`src/rtl/core/pkcs1_pkg.sv`:
```
// Shared types, codes and constants for the PKCS#1 v1.5 SHA-256 padding checker.
// No dependencies; every other file of the block imports this package.
`timescale 1ns / 1ps

package pkcs1_pkg;

    // Sizes of the encoded block.
    localparam int HASH_BYTES        = 32;
    localparam int PREFIX_BYTES      = 19;
    localparam int TAIL_BYTES        = PREFIX_BYTES + HASH_BYTES;
    localparam int MAX_BLOCK_BYTES   = 512;
    localparam int BLOCK_BYTES_SMALL = 256;
    localparam int BLOCK_BYTES_LARGE = 512;

    localparam int HASH_IDX_W = $clog2(HASH_BYTES);
    localparam int POS_W      = 10;
    localparam int TPOS_W     = 6;

    localparam logic [7:0] PAD_BYTE = 8'hFF;

    // Input item kinds.
    localparam logic OP_HASH_LOAD = 1'b0;
    localparam logic OP_BLOCK     = 1'b1;

    // Parse phases, one-hot.
    typedef enum logic [3:0] {
        PH_HEADER = 4'b0001,
        PH_PAD    = 4'b0010,
        PH_TAIL   = 4'b0100,
        PH_STOP   = 4'b1000
    } phase_t;

    // Verdict codes.
    typedef enum logic [2:0] {
        ERR_OK      = 3'd0,
        ERR_HEADER  = 3'd1,
        ERR_NOSEP   = 3'd2,
        ERR_TAILLEN = 3'd3,
        ERR_DIGINFO = 3'd4,
        ERR_HASH    = 3'd5,
        ERR_LENGTH  = 3'd6
    } err_t;

    // One input beat.
    typedef struct packed {
        logic                  op;
        logic [7:0]            data_byte;
        logic [HASH_IDX_W-1:0] hash_index;
        logic                  last;
    } item_t;

    // Write into the expected-hash store.
    typedef struct packed {
        logic                  we;
        logic [HASH_IDX_W-1:0] addr;
        logic [7:0]            data;
    } hash_wr_t;

    // Verdict produced on the last block byte.
    typedef struct packed {
        logic valid;
        logic verified;
        err_t code;
    } verdict_t;

    // SHA-256 DigestInfo prefix, byte by byte.
    function automatic logic [7:0] digest_prefix_byte(input logic [4:0] i);
        logic [7:0] b;
        case (i)
            5'd0:    b = 8'h30;
            5'd1:    b = 8'h31;
            5'd2:    b = 8'h30;
            5'd3:    b = 8'h0d;
            5'd4:    b = 8'h06;
            5'd5:    b = 8'h09;
            5'd6:    b = 8'h60;
            5'd7:    b = 8'h86;
            5'd8:    b = 8'h48;
            5'd9:    b = 8'h01;
            5'd10:   b = 8'h65;
            5'd11:   b = 8'h03;
            5'd12:   b = 8'h04;
            5'd13:   b = 8'h02;
            5'd14:   b = 8'h01;
            5'd15:   b = 8'h05;
            5'd16:   b = 8'h00;
            5'd17:   b = 8'h04;
            5'd18:   b = 8'h20;
            default: b = 8'h00;
        endcase
        return b;
    endfunction

endpackage

```
`src/rtl/core/pkcs1_hash_store.sv`:
```
// Register file holding the 32 expected SHA-256 hash bytes.
// One write port, one combinational read port. Depends on pkcs1_pkg.
`timescale 1ns / 1ps

module pkcs1_hash_store
    import pkcs1_pkg::*;
(
    input  logic                  aclk,
    input  hash_wr_t              wr,
    input  logic [HASH_IDX_W-1:0] rd_addr,
    output logic [7:0]            rd_data
);

    logic [7:0] mem_reg [HASH_BYTES];

    // Contents are undefined until loaded, so no reset.
    always_ff @(posedge aclk) begin
        if (wr.we) begin
            mem_reg[wr.addr] <= wr.data;
        end
    end

    assign rd_data = mem_reg[rd_addr];

endmodule

```
`src/rtl/core/pkcs1_parser.sv`:
```
// Per-byte parser of the padded block: phase tracking, counters, first-error latch
// and verdict. Depends on pkcs1_pkg; reads the hash store through rd_addr/rd_data.
`timescale 1ns / 1ps

module pkcs1_parser
    import pkcs1_pkg::*;
#(
    parameter int MAX_BYTES = MAX_BLOCK_BYTES
)
(
    input  logic                  aclk,
    input  logic                  aresetn,
    input  logic                  en,
    input  item_t                 item,
    input  logic                  key_size_mode,
    input  logic [7:0]            hash_rd_data,
    output logic [HASH_IDX_W-1:0] hash_rd_addr,
    output hash_wr_t              hash_wr,
    output verdict_t              verdict
);

    logic [POS_W-1:0]  pos_reg,   pos_next;
    logic [TPOS_W-1:0] tpos_reg,  tpos_next;
    phase_t            phase_reg, phase_next;
    err_t              ferr_reg,  ferr_next;

    logic [TPOS_W-1:0] hash_off;
    logic              blk_en;
    logic [7:0]        b;
    err_t              new_err;
    err_t              code;
    logic [POS_W-1:0]  block_bytes;
    logic              size_unsupported;

    assign blk_en = en && (item.op == OP_BLOCK);
    assign b      = item.data_byte;

    // Hash loads go straight into the store.
    assign hash_wr.we   = en && (item.op == OP_HASH_LOAD);
    assign hash_wr.addr = item.hash_index;
    assign hash_wr.data = item.data_byte;

    // Hash byte addressed by the tail position past the DigestInfo prefix.
    assign hash_off     = tpos_reg - TPOS_W'(PREFIX_BYTES);
    assign hash_rd_addr = hash_off[HASH_IDX_W-1:0];

    // Expected block size for the selected key.
    assign block_bytes      = key_size_mode ? POS_W'(BLOCK_BYTES_LARGE)
                                            : POS_W'(BLOCK_BYTES_SMALL);
    assign size_unsupported = key_size_mode ? (BLOCK_BYTES_LARGE > MAX_BYTES)
                                            : (BLOCK_BYTES_SMALL > MAX_BYTES);

    // Byte check, counter update and verdict.
    always_comb begin
        pos_next   = pos_reg;
        tpos_next  = tpos_reg;
        phase_next = phase_reg;
        ferr_next  = ferr_reg;
        new_err    = ERR_OK;
        code       = ERR_OK;
        verdict    = '{valid: 1'b0, verified: 1'b0, code: ERR_OK};

        if (blk_en) begin
            unique case (phase_reg)
                PH_HEADER: begin
                    if (pos_reg == '0) begin
                        if (b != 8'h00) begin
                            new_err    = ERR_HEADER;
                            phase_next = PH_STOP;
                        end
                    end else if (b != 8'h01) begin
                        new_err    = ERR_HEADER;
                        phase_next = PH_STOP;
                    end else begin
                        phase_next = PH_PAD;
                    end
                end
                PH_PAD: begin
                    if (b == 8'h00) begin
                        phase_next = PH_TAIL;
                        tpos_next  = '0;
                    end else if (b != PAD_BYTE) begin
                        new_err    = ERR_NOSEP;
                        phase_next = PH_STOP;
                    end
                end
                PH_TAIL: begin
                    if (tpos_reg < TPOS_W'(PREFIX_BYTES)) begin
                        if (b != digest_prefix_byte(tpos_reg[4:0])) begin
                            new_err = ERR_DIGINFO;
                        end
                    end else if (tpos_reg < TPOS_W'(TAIL_BYTES)) begin
                        if (b != hash_rd_data) begin
                            new_err = ERR_HASH;
                        end
                    end
                    if (tpos_reg != '1) begin
                        tpos_next = tpos_reg + 1'b1;
                    end
                end
                PH_STOP: begin
                end
                default: begin
                end
            endcase

            // Keep only the first error of the block.
            if (ferr_reg == ERR_OK) begin
                ferr_next = new_err;
            end

            // Byte count saturates at its maximum.
            if (pos_reg != '1) begin
                pos_next = pos_reg + 1'b1;
            end

            if (item.last) begin
                if (size_unsupported || (pos_next != block_bytes)) begin
                    code = ERR_LENGTH;
                end else if (ferr_next == ERR_HEADER || ferr_next == ERR_NOSEP) begin
                    code = ferr_next;
                end else if (phase_next == PH_HEADER) begin
                    code = ERR_HEADER;
                end else if (phase_next == PH_PAD) begin
                    code = ERR_NOSEP;
                end else if (tpos_next != TPOS_W'(TAIL_BYTES)) begin
                    code = ERR_TAILLEN;
                end else begin
                    code = ferr_next;
                end
                verdict.valid    = 1'b1;
                verdict.verified = (code == ERR_OK);
                verdict.code     = code;

                // Ready for the next block.
                pos_next   = '0;
                tpos_next  = '0;
                phase_next = PH_HEADER;
                ferr_next  = ERR_OK;
            end
        end
    end

    // Block state registers.
    always_ff @(posedge aclk) begin
        if (!aresetn) begin
            pos_reg   <= '0;
            tpos_reg  <= '0;
            phase_reg <= PH_HEADER;
            ferr_reg  <= ERR_OK;
        end else begin
            pos_reg   <= pos_next;
            tpos_reg  <= tpos_next;
            phase_reg <= phase_next;
            ferr_reg  <= ferr_next;
        end
    end

`ifndef ASSERT_OFF
    // The phase register always holds exactly one hot bit.
    assert property (@(posedge aclk) disable iff (!aresetn) $onehot(phase_reg))
        else $error("parse phase lost its one-hot encoding");

    // A block's last byte leaves the byte counter cleared.
    assert property (@(posedge aclk) disable iff (!aresetn)
        blk_en && item.last |=> pos_reg == '0)
        else $error("byte counter not cleared after the last byte");

    // Before the separator is seen the tail counter stays at zero.
    assert property (@(posedge aclk) disable iff (!aresetn)
        (phase_reg == PH_HEADER || phase_reg == PH_PAD) |-> tpos_reg == '0)
        else $error("tail counter moved before the separator");

    // A verdict passes only with no error code.
    assert property (@(posedge aclk) disable iff (!aresetn)
        verdict.valid |-> (verdict.verified == (verdict.code == ERR_OK)))
        else $error("verified flag disagrees with the error code");
`endif

endmodule

```
`src/rtl/core/pkcs1_v15_sha256_padding_check.sv`:
```
// Top level of the PKCS#1 v1.5 SHA-256 padding checker: input register,
// configuration register, result register. Depends on pkcs1_pkg, pkcs1_parser, pkcs1_hash_store.
`timescale 1ns / 1ps

//  channel   | direction | signals                              | contents
//  ----------+-----------+--------------------------------------+-----------------------------
//  s_        | in        | s_tvalid s_tready s_tdata s_tuser    | hash byte load or block byte
//            |           | s_tlast                              |
//  m_        | out       | m_tvalid m_tready m_tdata            | one verdict per block
//  cfg_      | in        | cfg_we cfg_wdata                     | key size mode
//
//  One beat is taken every cycle unless a verdict beat waits on a stalled result register;
//  the verdict reaches m_ through the input register, then the result register.
//  The per-byte check is a compare against a constant or a hash byte plus a phase update.
//  Reset clears the block state and key size; the hash store has no reset and no clearing pass.
//  A stalled result only holds back input when the waiting beat itself carries a verdict.

module pkcs1_v15_sha256_padding_check
    import pkcs1_pkg::*;
#(
    parameter int MAX_BYTES = MAX_BLOCK_BYTES
)
(
    input  logic        aclk,
    input  logic        aresetn,
    // Input beats.
    input  logic        s_tvalid,
    output logic        s_tready,
    input  logic [15:0] s_tdata,   // [7:0] data_byte, [12:8] hash_index, [15:13] zero
    input  logic        s_tuser,   // op: 0 hash byte load, 1 block byte
    input  logic        s_tlast,   // last byte of the block
    // Verdict beats.
    output logic        m_tvalid,
    input  logic        m_tready,
    output logic [7:0]  m_tdata,   // [0] verified, [3:1] error_code, [7:4] zero
    // Key size register.
    input  logic        cfg_we,
    input  logic        cfg_wdata
);

    logic     mode_reg;
    logic     in_valid_reg;
    item_t    item_reg;
    logic     m_valid_reg;
    logic     verified_reg;
    err_t     code_reg;

    logic                  proc;
    logic                  s_fire;
    logic [HASH_IDX_W-1:0] hash_rd_addr;
    logic [7:0]            hash_rd_data;
    hash_wr_t              hash_wr;
    verdict_t              verdict;

    // The held beat moves on unless it has a verdict and the result register is blocked.
    assign proc     = in_valid_reg &&
                      (!(item_reg.op == OP_BLOCK && item_reg.last) || !m_valid_reg || m_tready);
    assign s_tready = !in_valid_reg || proc;
    assign s_fire   = s_tvalid && s_tready;

    // Key size register.
    always_ff @(posedge aclk) begin
        if (!aresetn) begin
            mode_reg <= 1'b0;
        end else if (cfg_we) begin
            mode_reg <= cfg_wdata;
        end
    end

    // Input register.
    always_ff @(posedge aclk) begin
        if (!aresetn) begin
            in_valid_reg <= 1'b0;
        end else if (s_fire) begin
            in_valid_reg <= 1'b1;
        end else if (proc) begin
            in_valid_reg <= 1'b0;
        end
    end

    always_ff @(posedge aclk) begin
        if (s_fire) begin
            item_reg.op         <= s_tuser;
            item_reg.data_byte  <= s_tdata[7:0];
            item_reg.hash_index <= s_tdata[8 +: HASH_IDX_W];
            item_reg.last       <= s_tlast;
        end
    end

    pkcs1_hash_store u_hash_store (
        .aclk    (aclk),
        .wr      (hash_wr),
        .rd_addr (hash_rd_addr),
        .rd_data (hash_rd_data)
    );

    pkcs1_parser #(
        .MAX_BYTES (MAX_BYTES)
    ) u_parser (
        .aclk          (aclk),
        .aresetn       (aresetn),
        .en            (proc),
        .item          (item_reg),
        .key_size_mode (mode_reg),
        .hash_rd_data  (hash_rd_data),
        .hash_rd_addr  (hash_rd_addr),
        .hash_wr       (hash_wr),
        .verdict       (verdict)
    );

    // Result register.
    always_ff @(posedge aclk) begin
        if (!aresetn) begin
            m_valid_reg <= 1'b0;
        end else if (verdict.valid) begin
            m_valid_reg <= 1'b1;
        end else if (m_tready) begin
            m_valid_reg <= 1'b0;
        end
    end

    always_ff @(posedge aclk) begin
        if (verdict.valid) begin
            verified_reg <= verdict.verified;
            code_reg     <= verdict.code;
        end
    end

    assign m_tvalid = m_valid_reg;
    assign m_tdata  = {4'b0000, code_reg, verified_reg};

endmodule
```
`config.mk`:
```
export PLATFORM = sky130hd
export DESIGN_NAME = pkcs1_v15_sha256_padding_check
export DESIGN_NICKNAME = d
export VERILOG_FILES = /design/src/rtl/core/pkcs1_pkg.sv /design/src/rtl/core/pkcs1_hash_store.sv /design/src/rtl/core/pkcs1_parser.sv /design/src/rtl/core/pkcs1_v15_sha256_padding_check.sv
export SDC_FILE = /design/constraint.sdc
export NUM_CORES = 1
export LEC_CHECK = 0
export BUFFER_PORTS_ARGS = -buffer_cell sky130_fd_sc_hd__buf_2
export CORE_MARGIN = 2
export CORE_UTILIZATION = 55
export CTS_CLUSTER_DIAMETER = 200
export DETAILED_ROUTE_END_ITERATION = 7
export PLACE_DENSITY = 0.72
export SYNTH_ARGS = -nofsm -noshare
export SYNTH_HDL_FRONTEND = slang
export SYNTH_SLANG_ARGS = --single-unit
export TNS_END_PERCENT = 50
```
`constraint.sdc`:
```
create_clock -name aclk -period 3.87 [get_ports aclk]
set_input_delay 0.387 -clock aclk [delete_from_list [all_inputs] [get_ports aclk]]
set_output_delay 0.387 -clock aclk [all_outputs]
set_load 0.05 [all_outputs]
```
# Word-level counts from Yosys, hierarchy flattened
# Memories as Yosys holds them, arrays and structs flattened. A register that Yosys moved wholly into a read port is not among the register bits.
# Cells that the tools add are included.
[word_totals] mem_bits_rw=256 ff_bits=45 romBits=256 memories=2
[mem_list] name="(name not given)" depth=32 width=8 rd=1 rd_clocked_by_memory_dff=1 write_ports=0 line="pkcs1_pkg.sv:69" rtl="case (i)"
[mem_list] name="u_hash_store.mem_reg" depth=32 width=8 rd=1 rd_clocked_by_memory_dff=0 write_ports=1 line="pkcs1_hash_store.sv:14" rtl="logic [7:0] mem_reg [HASH_BYTES];"
[classes] n_eq_ne=15 n_reduce_logical=20 mux=50 n_lt_le_gt_ge=2 n_addsub=3 bitwise=1
[ops] op="3-bit two-way mux" n=16
[ops] op="10-bit two-way mux" n=4
[ops] op="4-bit two-way mux" n=7
[ops] op="6-bit two-way mux" n=4
[ops] op="8-bit two-way mux" n=3
[ops] op="5-bit two-way mux" n=4
[ops] op="8-bit != test" n=2
[ops] op="6-bit != test, second input constant" n=2
[ops] op="6-bit one-hot mux with 2 select lines" n=1
[ops] op="10-bit by 1-bit adder with 10-bit output, second input constant" n=1
[ops] op="10-bit logical NOT" n=1
[ops] op="10-bit != test" n=1
[ops] op="10-bit != test, second input constant" n=1
[ops] op="3-bit one-hot mux with 3 select lines" n=1
[ops] op="4-bit by 1-bit equality test with 1-bit output, second input constant" n=2
[ops] op="4-bit by 2-bit equality test with 1-bit output, second input constant" n=2
[ops] op="8-bit logical NOT" n=1
[ops] op="1-bit two-way mux" n=8
[ops] op="8-bit by 1-bit != test with 1-bit output, second input constant" n=1
[ops] op="8-bit != test, second input constant" n=1
[ops] op="4-bit one-hot mux with 2 select lines" n=1
[ops] op="8-bit nonzero test" n=1
[ops] op="6-bit by 1-bit adder with 6-bit output, second input constant" n=1
[ops] op="3-bit logical NOT" n=2
[ops] op="other kinds (13)" n=23

# Longest topological paths before layout
[logic_depth] depth_word=24 mapped_depth=16

# By module
# From an unflattened synthesis, not the netlist that was laid out.
[hier_totals] hier_cells=797 hier_area_um2=13242.7
[modules_own_cells] mod="pkcs1_hash_store" cells_each=409 seq_area_each_um2=7687.4 instances=1 area_per_inst_um2=9893.2
[modules_own_cells] mod="pkcs1_parser" cells_each=348 seq_area_each_um2=620.6 instances=1 area_per_inst_um2=2595.0
[modules_own_cells] mod="pkcs1_v15_sha256_padding_check" cells_each=40 seq_area_each_um2=630.6 instances=1 area_per_inst_um2=754.5

# Worst setup path before layout
# No wires, ideal clock.
[synth_timing] path_kind="register to register" start="register item_reg[10] (netlist bit)" end="register (tool-made name)" required_ns=3.745 t_arrival_ns=3.046 path_buffers=0 stages_incl_launch_ff=13 slack_ns=0.699 synth_period_minus_slack_ns=3.171 setup_time_ns=0.125 cell_sequence="edfxtp_1 > or4_1 > nor3_2 > and2_1 > o21ai_0 > nand2_1 > o21ai_0 > a22o_1 > and2_1 > ha_1 > mux2_2 > a21oi_1 > o21ai_0"
[synth_lines] item="from (decl)" line="pkcs1_v15_sha256_padding_check.sv:43" rtl="item_t item_reg;"

# Worst setup path after layout
[layout_timing] start="register u_parser.tpos_reg[1]" end="register verified_reg (data pin)"
[layout_via] elab_chain_cells=17 elab_cells_between_ends=29 classes_between="add/sub: 2; order compare: 2; eq/ne: 5; mux: 17; reduce/logical: 2; memory: 1"
[layout_rtl] item="from (decl)" line="pkcs1_parser.sv:23" rtl="logic [TPOS_W-1:0] tpos_reg, tpos_next;"
[layout_rtl] item="from (signal assigned)" line="pkcs1_parser.sv:153" rtl="tpos_reg <= tpos_next;"
[layout_rtl] item="5-bit subtractor" line="pkcs1_parser.sv:44" rtl="assign hash_off = tpos_reg - TPOS_W'(PREFIX_BYTES);"
[layout_rtl] item="memory read 32 x 8 bit"
[layout_rtl] item="8-bit != test" line="pkcs1_parser.sv:93" rtl="if (b != hash_rd_data) begin"
[layout_rtl] item="3-bit two-way mux" line="pkcs1_parser.sv:93"
[layout_rtl] item="3-bit two-way mux" line="pkcs1_parser.sv:92" rtl="end else if (tpos_reg < TPOS_W'(TAIL_BYTES)) begin"
[layout_rtl] item="3-bit two-way mux" line="pkcs1_parser.sv:88" rtl="if (tpos_reg < TPOS_W'(PREFIX_BYTES)) begin"
[layout_rtl] item="3-bit one-hot mux with 3 select lines" line="pkcs1_parser.sv:64" rtl="unique case (phase_reg)"
[layout_rtl] item="3-bit two-way mux" line="pkcs1_parser.sv:108" rtl="if (ferr_reg == ERR_OK) begin"
[layout_rtl] item="3-bit two-way mux" line="pkcs1_parser.sv:63" rtl="if (blk_en) begin"
[layout_rtl] item="3-bit two-way mux" line="pkcs1_parser.sv:126" rtl="end else if (tpos_next != TPOS_W'(TAIL_BYTES)) begin"
[layout_rtl] item="3-bit two-way mux" line="pkcs1_parser.sv:124" rtl="end else if (phase_next == PH_PAD) begin"
[layout_rtl] item="3-bit two-way mux" line="pkcs1_parser.sv:122" rtl="end else if (phase_next == PH_HEADER) begin"
[layout_rtl] item="3-bit two-way mux *" line="pkcs1_parser.sv:120" rtl="end else if (ferr_next == ERR_HEADER || ferr_next == ERR_NOSEP) begin"
[layout_rtl] item="3-bit two-way mux *" line="pkcs1_parser.sv:118" rtl="if (size_unsupported || (pos_next != block_bytes)) begin"
[layout_rtl] item="3-bit two-way mux *" line="pkcs1_parser.sv:117" rtl="if (item.last) begin"
[layout_rtl] item="3-bit two-way mux *" line="pkcs1_parser.sv:63"
[layout_rtl] item="3-bit logical NOT *" line="pkcs1_parser.sv:132" rtl="verdict.verified = (code == ERR_OK);"
[layout_rtl] item="to (signal assigned)" line="pkcs1_v15_sha256_padding_check.sv:124" rtl="verified_reg <= verdict.verified;"
[layout_rtl] item="to (decl)" line="pkcs1_v15_sha256_padding_check.sv:45" rtl="logic verified_reg;"
# Every way passes the cells marked *; elsewhere a longest branch is shown, timed or not. The select of a mux whose other input is x is not followed.
# A chain may end at the register's enable or synchronous reset.

==> results by group <==
Setup path
  • Crit path depth: 12
  • CP Launch Type: flop
  • Maximum fanout encountered on the critical timing path: 16
  • Cell type group with the largest total delay on the critical path: compound AO/OA/AOI/OAI gates
  • Most common cell type on the critical path: sky130_fd_sc_hd__nand4_1
  • Critical path class: flop to flop
  • Critical Path AT: 3.91 ns
  • Slack of the worst reg-to-reg path: 0.34 ns
  • Reg2reg end: verified_reg
  • Critical register-to-register path startpoint: u_parser.tpos_reg[1]
  • Sequence of cells on the critical path: ha_2 > xor2_4 > buf_4 > mux2i_1 > o21ai_0 > nand4_1 > xor2_1 > nand4_1 > o211ai_2 > nand2_2 > a211o_1 > nor4b_2
  • Required time at the endpoint of the critical path: 4.25 ns
  • Cell count of the worst reg-to-reg path: 12
  • Kind of end point of the critical path: flop
  • Combined buffer and inverter count along the critical path: 1
  • Crit path largest cell delay: 0.47 ns
  • Cell with the biggest individual delay on the critical path: sky130_fd_sc_hd__dfxtp_1

STA
  • Final critical-path share of the clock period: 91.26%
  • Setup TNS: 0 ns
  • RSZ-0062 raised after global routing: no
  • Worst-case setup margin in the final layout: 0.3383 ns
  • Headroom to the max-slew limit: 43.19%
  • Final clock skew: 0.03810 ns
  • Final-report hold violation count: 0
  • Minimum clock period: 3.532 ns
  • Actual transition at the worst max-transition pin: 0.8490 ns
  • Setup violations, final: 0
  • Final number of max-transition violations: 0
  • F_max: 0.2832 GHz

Place
  • Count of buffers from port buffering: 26
  • Half-perimeter wire length of the detailed placement result: 16230 um
  • Weighted congestion at the end of routability-driven global placement: 0.8892
  • Pre-CTS setup slack: 0.4412 ns

Synth
  • Number of library cell types mapped by synthesis: 63
  • Proportion of synthesized flip-flops having asynchronous set or reset: 0%
  • Portion of synthesized cell area occupied by the leading cell type: 62.39%
  • Synth top area cells: sky130_fd_sc_hd__edfxtp_1, sky130_fd_sc_hd__mux4_2, sky130_fd_sc_hd__dfxtp_1, sky130_fd_sc_hd__mux2i_1, sky130_fd_sc_hd__o21ai_0
  • Fraction of the mapped netlist area in compound gates: 6.107%
  • Most frequently used cell type in the post-synthesis netlist: sky130_fd_sc_hd__edfxtp_1
  • Simple logic cell fraction of the synthesized area: 8.404%
  • Main combinational cell family by area after synthesis: multiplexers
  • Post-synth top area cell: sky130_fd_sc_hd__edfxtp_1
  • Register bit total from synthesis: 309
  • Mux cell area share after synthesis: 13.56%
  • Most frequent cells after synthesis: sky130_fd_sc_hd__edfxtp_1, sky130_fd_sc_hd__mux4_2, sky130_fd_sc_hd__nor2_1
  • Average cell area after synthesis: 15.64 um^2
  • Netlist Area Pre-Place: 13240 um^2
  • Cells after Synth: 846
  • Sequential-to-total area share from yosys stat: 67.54%
  • Main synth FF type: sky130_fd_sc_hd__edfxtp_1
  • XOR/XNOR share of the synthesized area: 1.456%
  • Count of flip-flops with a built-in enable after synthesis: 275
  • Synth warn: 0
  • Fraction of the mapped netlist area in adder cells: 0.7563%

Min path
  • Hold depth: 1
  • Worst hold path startpoint: s_tuser
  • Worst Hold Class: primary input to flop
  • Hold worst-path end: item_reg[14]

Clocking
  • Cell at the root of the clock tree: sky130_fd_sc_hd__clkbuf_16
  • Clock tree buffer depth: 3
  • Post-CTS setup buffers: 0
  • Number of CTS-inserted buffers: 30
  • Clock-pin slew on the worst setup and hold paths: 0.06 ns
  • Clock tree from TritonCTS: done
  • Number of H-tree levels: 1
  • Clock latency at the later pin of the worst-skew pair: 0.58 ns
  • CTS Sinks: 309

Job
  • Max-capacitance violation count: 0

Route
  • Wire length on met1: 11380 um
  • Met3 WL post-DR: 1680 um
  • Sum of routed wire length over all layers: 27080 um
  • Post-DRT Antenna Nets: 0
  • Post-detailed-route via-to-cell ratio: 6.074
  • Initial detailed-routing violation count: 804
  • Detailed-route wire length per cell: 21.91 um
  • Count of unresolved DRC violations after routing: 0
  • Detailed Routing Iterations Pass 1: 6
  • Via count: 7508
  • Met2 WL: 13490 um
  • Uppermost signal routing layer after detailed routing: met4

Global route
  • Largest net degree at the start of global routing: 41
  • All-Layer GR Usage: 21.37%
  • Antenna violations before repair: 0
  • Global route total overflow: 0
  • Global-route wire length before repair: 41570 um
  • Via count of the first global-routing pass: 7283

Floorplanning
  • Initial Util: 56.22%
  • Chip height: 159.1 um
  • Standard-cell rows: 56
  • Standard cell core area: 23540 um^2
  • IO Count: 34
  • Overall die width: 159.1 um
  • Die Outline Area: 25320 um^2

Cells and area
  • Antenna cells: 0
  • Final net count: 930
  • Synthesis-to-finish area growth: 12.65%
  • Max reg flops: 256
  • Fraction of layout instances using a drive strength above 1: 18.32%
  • Number of filler cells placed in the layout: 1693

Power and ir drop
  • Leakage power figure: 4.679 nW
  • Worst VDD drop: 0.4418 mV
  • Final Total Pwr: 0.006774 W
  • Power per unit of standard cell area: 454.3 nW/um^2

Status
  • Status: finished, final reports clean
per-layer routing:
metal  global-route usage [%]  vias to the layer above
met5                        0                        -
met4                    5.289                        0
met3                    2.891                       38
met2                    35.89                      271
met1                    30.12                     3767
li1                         -                     3432
how the worst max path moves through the flow:
stage | startpoint | slack (ns) | to
after floorplan | item_reg[10] | 0.70 | flop
after global placement | u_parser.tpos_reg[1] | 0.46 | verified_reg
after detailed placement | u_parser.tpos_reg[1] | 0.44 | verified_reg
after CTS | u_parser.tpos_reg[1] | 0.35 | verified_reg
after global routing | item_reg[10] | 0.15 | flop
final | u_parser.tpos_reg[1] | 0.34 | verified_reg
layout by cell type, fill, tap and decap left out, types with 5 or more instances in the layout:
master	instances
sky130_fd_sc_hd__nor2b_1	13
sky130_fd_sc_hd__nand3_1	17
sky130_fd_sc_hd__inv_1	15
sky130_fd_sc_hd__bufinv_16	5
sky130_fd_sc_hd__nor2_1	63
sky130_fd_sc_hd__buf_4	17
sky130_fd_sc_hd__nand2_1	41
sky130_fd_sc_hd__ha_1	7
sky130_fd_sc_hd__and3_1	7
sky130_fd_sc_hd__buf_2	26
sky130_fd_sc_hd__o21ai_0	50
sky130_fd_sc_hd__o22ai_1	5
sky130_fd_sc_hd__xor2_1	19
sky130_fd_sc_hd__clkbuf_1	10
sky130_fd_sc_hd__nor3_1	14
sky130_fd_sc_hd__a21oi_1	24
sky130_fd_sc_hd__mux2_2	7
sky130_fd_sc_hd__nand4_1	12
sky130_fd_sc_hd__a31oi_1	13
sky130_fd_sc_hd__dfxtp_1	33
sky130_fd_sc_hd__clkbuf_16	30
sky130_fd_sc_hd__edfxtp_1	275
sky130_fd_sc_hd__mux4_2	63
sky130_fd_sc_hd__nand2b_1	7
sky130_fd_sc_hd__mux2i_1	27
sky130_fd_sc_hd__dlygate4sd3_1	14
sky130_fd_sc_hd__and2_1	8
sky130_fd_sc_hd__nor4_1	6
sky130_fd_sc_hd__o2111ai_1	6
stage by stage:
| step | cell area, um^2 | hold WS (ns) | utilization (%) | std cells |
|---|---|---|---|---|
| 2_1_floorplan | 13250 | 0.4859 | - | 849 |
| 3_3_place_gp | 13780 | 0.4769 | 58.53 | 1171 |
| 3_5_place_dp | 13780 | 0.4927 | 58.53 | 1171 |
| 4_1_cts | 14910 | 0.004423 | 63.33 | 1236 |
| 5_1_grt | 14910 | 0.01208 | 63.33 | 1236 |
| 6_report | 14910 | 0.02245 | 63.33 | 1236 |
cell families (layout without fill, tap and decap cells):
kind of cell,count (synthesis),count (layout)
DFF,309,309
and+or+nand+nor,217,217
AOI/OAI and AO/OA,132,132
muxes,98,98
buffers and inverters,59,127
xor gates and xnor gates,22,22
adders and majority gates,8,8
other,1,4
power by group:
| group | total, W | internal, W | switching, W | leakage [nW] |
|---|---|---|---|---|
| combinational | 0.000171 | 0.0000478 | 0.000123 | 1.45 |
| clock | 0.00294 | 0.00176 | 0.00118 | 0.476 |
| sequential | 0.00366 | 0.00365 | 0.0000153 | 2.76 |
worst register-to-register path: stages (launching register included):
cell                       delay [ns]
sky130_fd_sc_hd__dfxtp_1         0.47
sky130_fd_sc_hd__ha_2            0.42
sky130_fd_sc_hd__xor2_4          0.17
sky130_fd_sc_hd__buf_4           0.30
sky130_fd_sc_hd__mux2i_1         0.42
sky130_fd_sc_hd__o21ai_0         0.19
sky130_fd_sc_hd__nand4_1         0.14
sky130_fd_sc_hd__xor2_1          0.14
sky130_fd_sc_hd__nand4_1         0.19
sky130_fd_sc_hd__o211ai_2        0.27
sky130_fd_sc_hd__nand2_2         0.10
sky130_fd_sc_hd__a211o_1         0.29
sky130_fd_sc_hd__nor4b_2         0.23
area by class of cell:
class                      count  area (um^2)  area share, %
clock buffer                  40        788.3          5.287
clock inverter                11        201.4          1.351
inverter                      15        56.30         0.3776
multi-input combinational    481         4044          27.12
sequential                   309         8942          59.98
tap                          319        399.1          2.677
timing repair buffer          61        478.0          3.206
timing repair:
item | 4_1_cts | 5_1_grt
gates resized for setup | 0 | 0
endpoints found under the setup margin | 0 | 0
hold buffers | 14 | 0
endpoints found under the hold margin | 14 | 0
(Power assumes the default switching activity.)
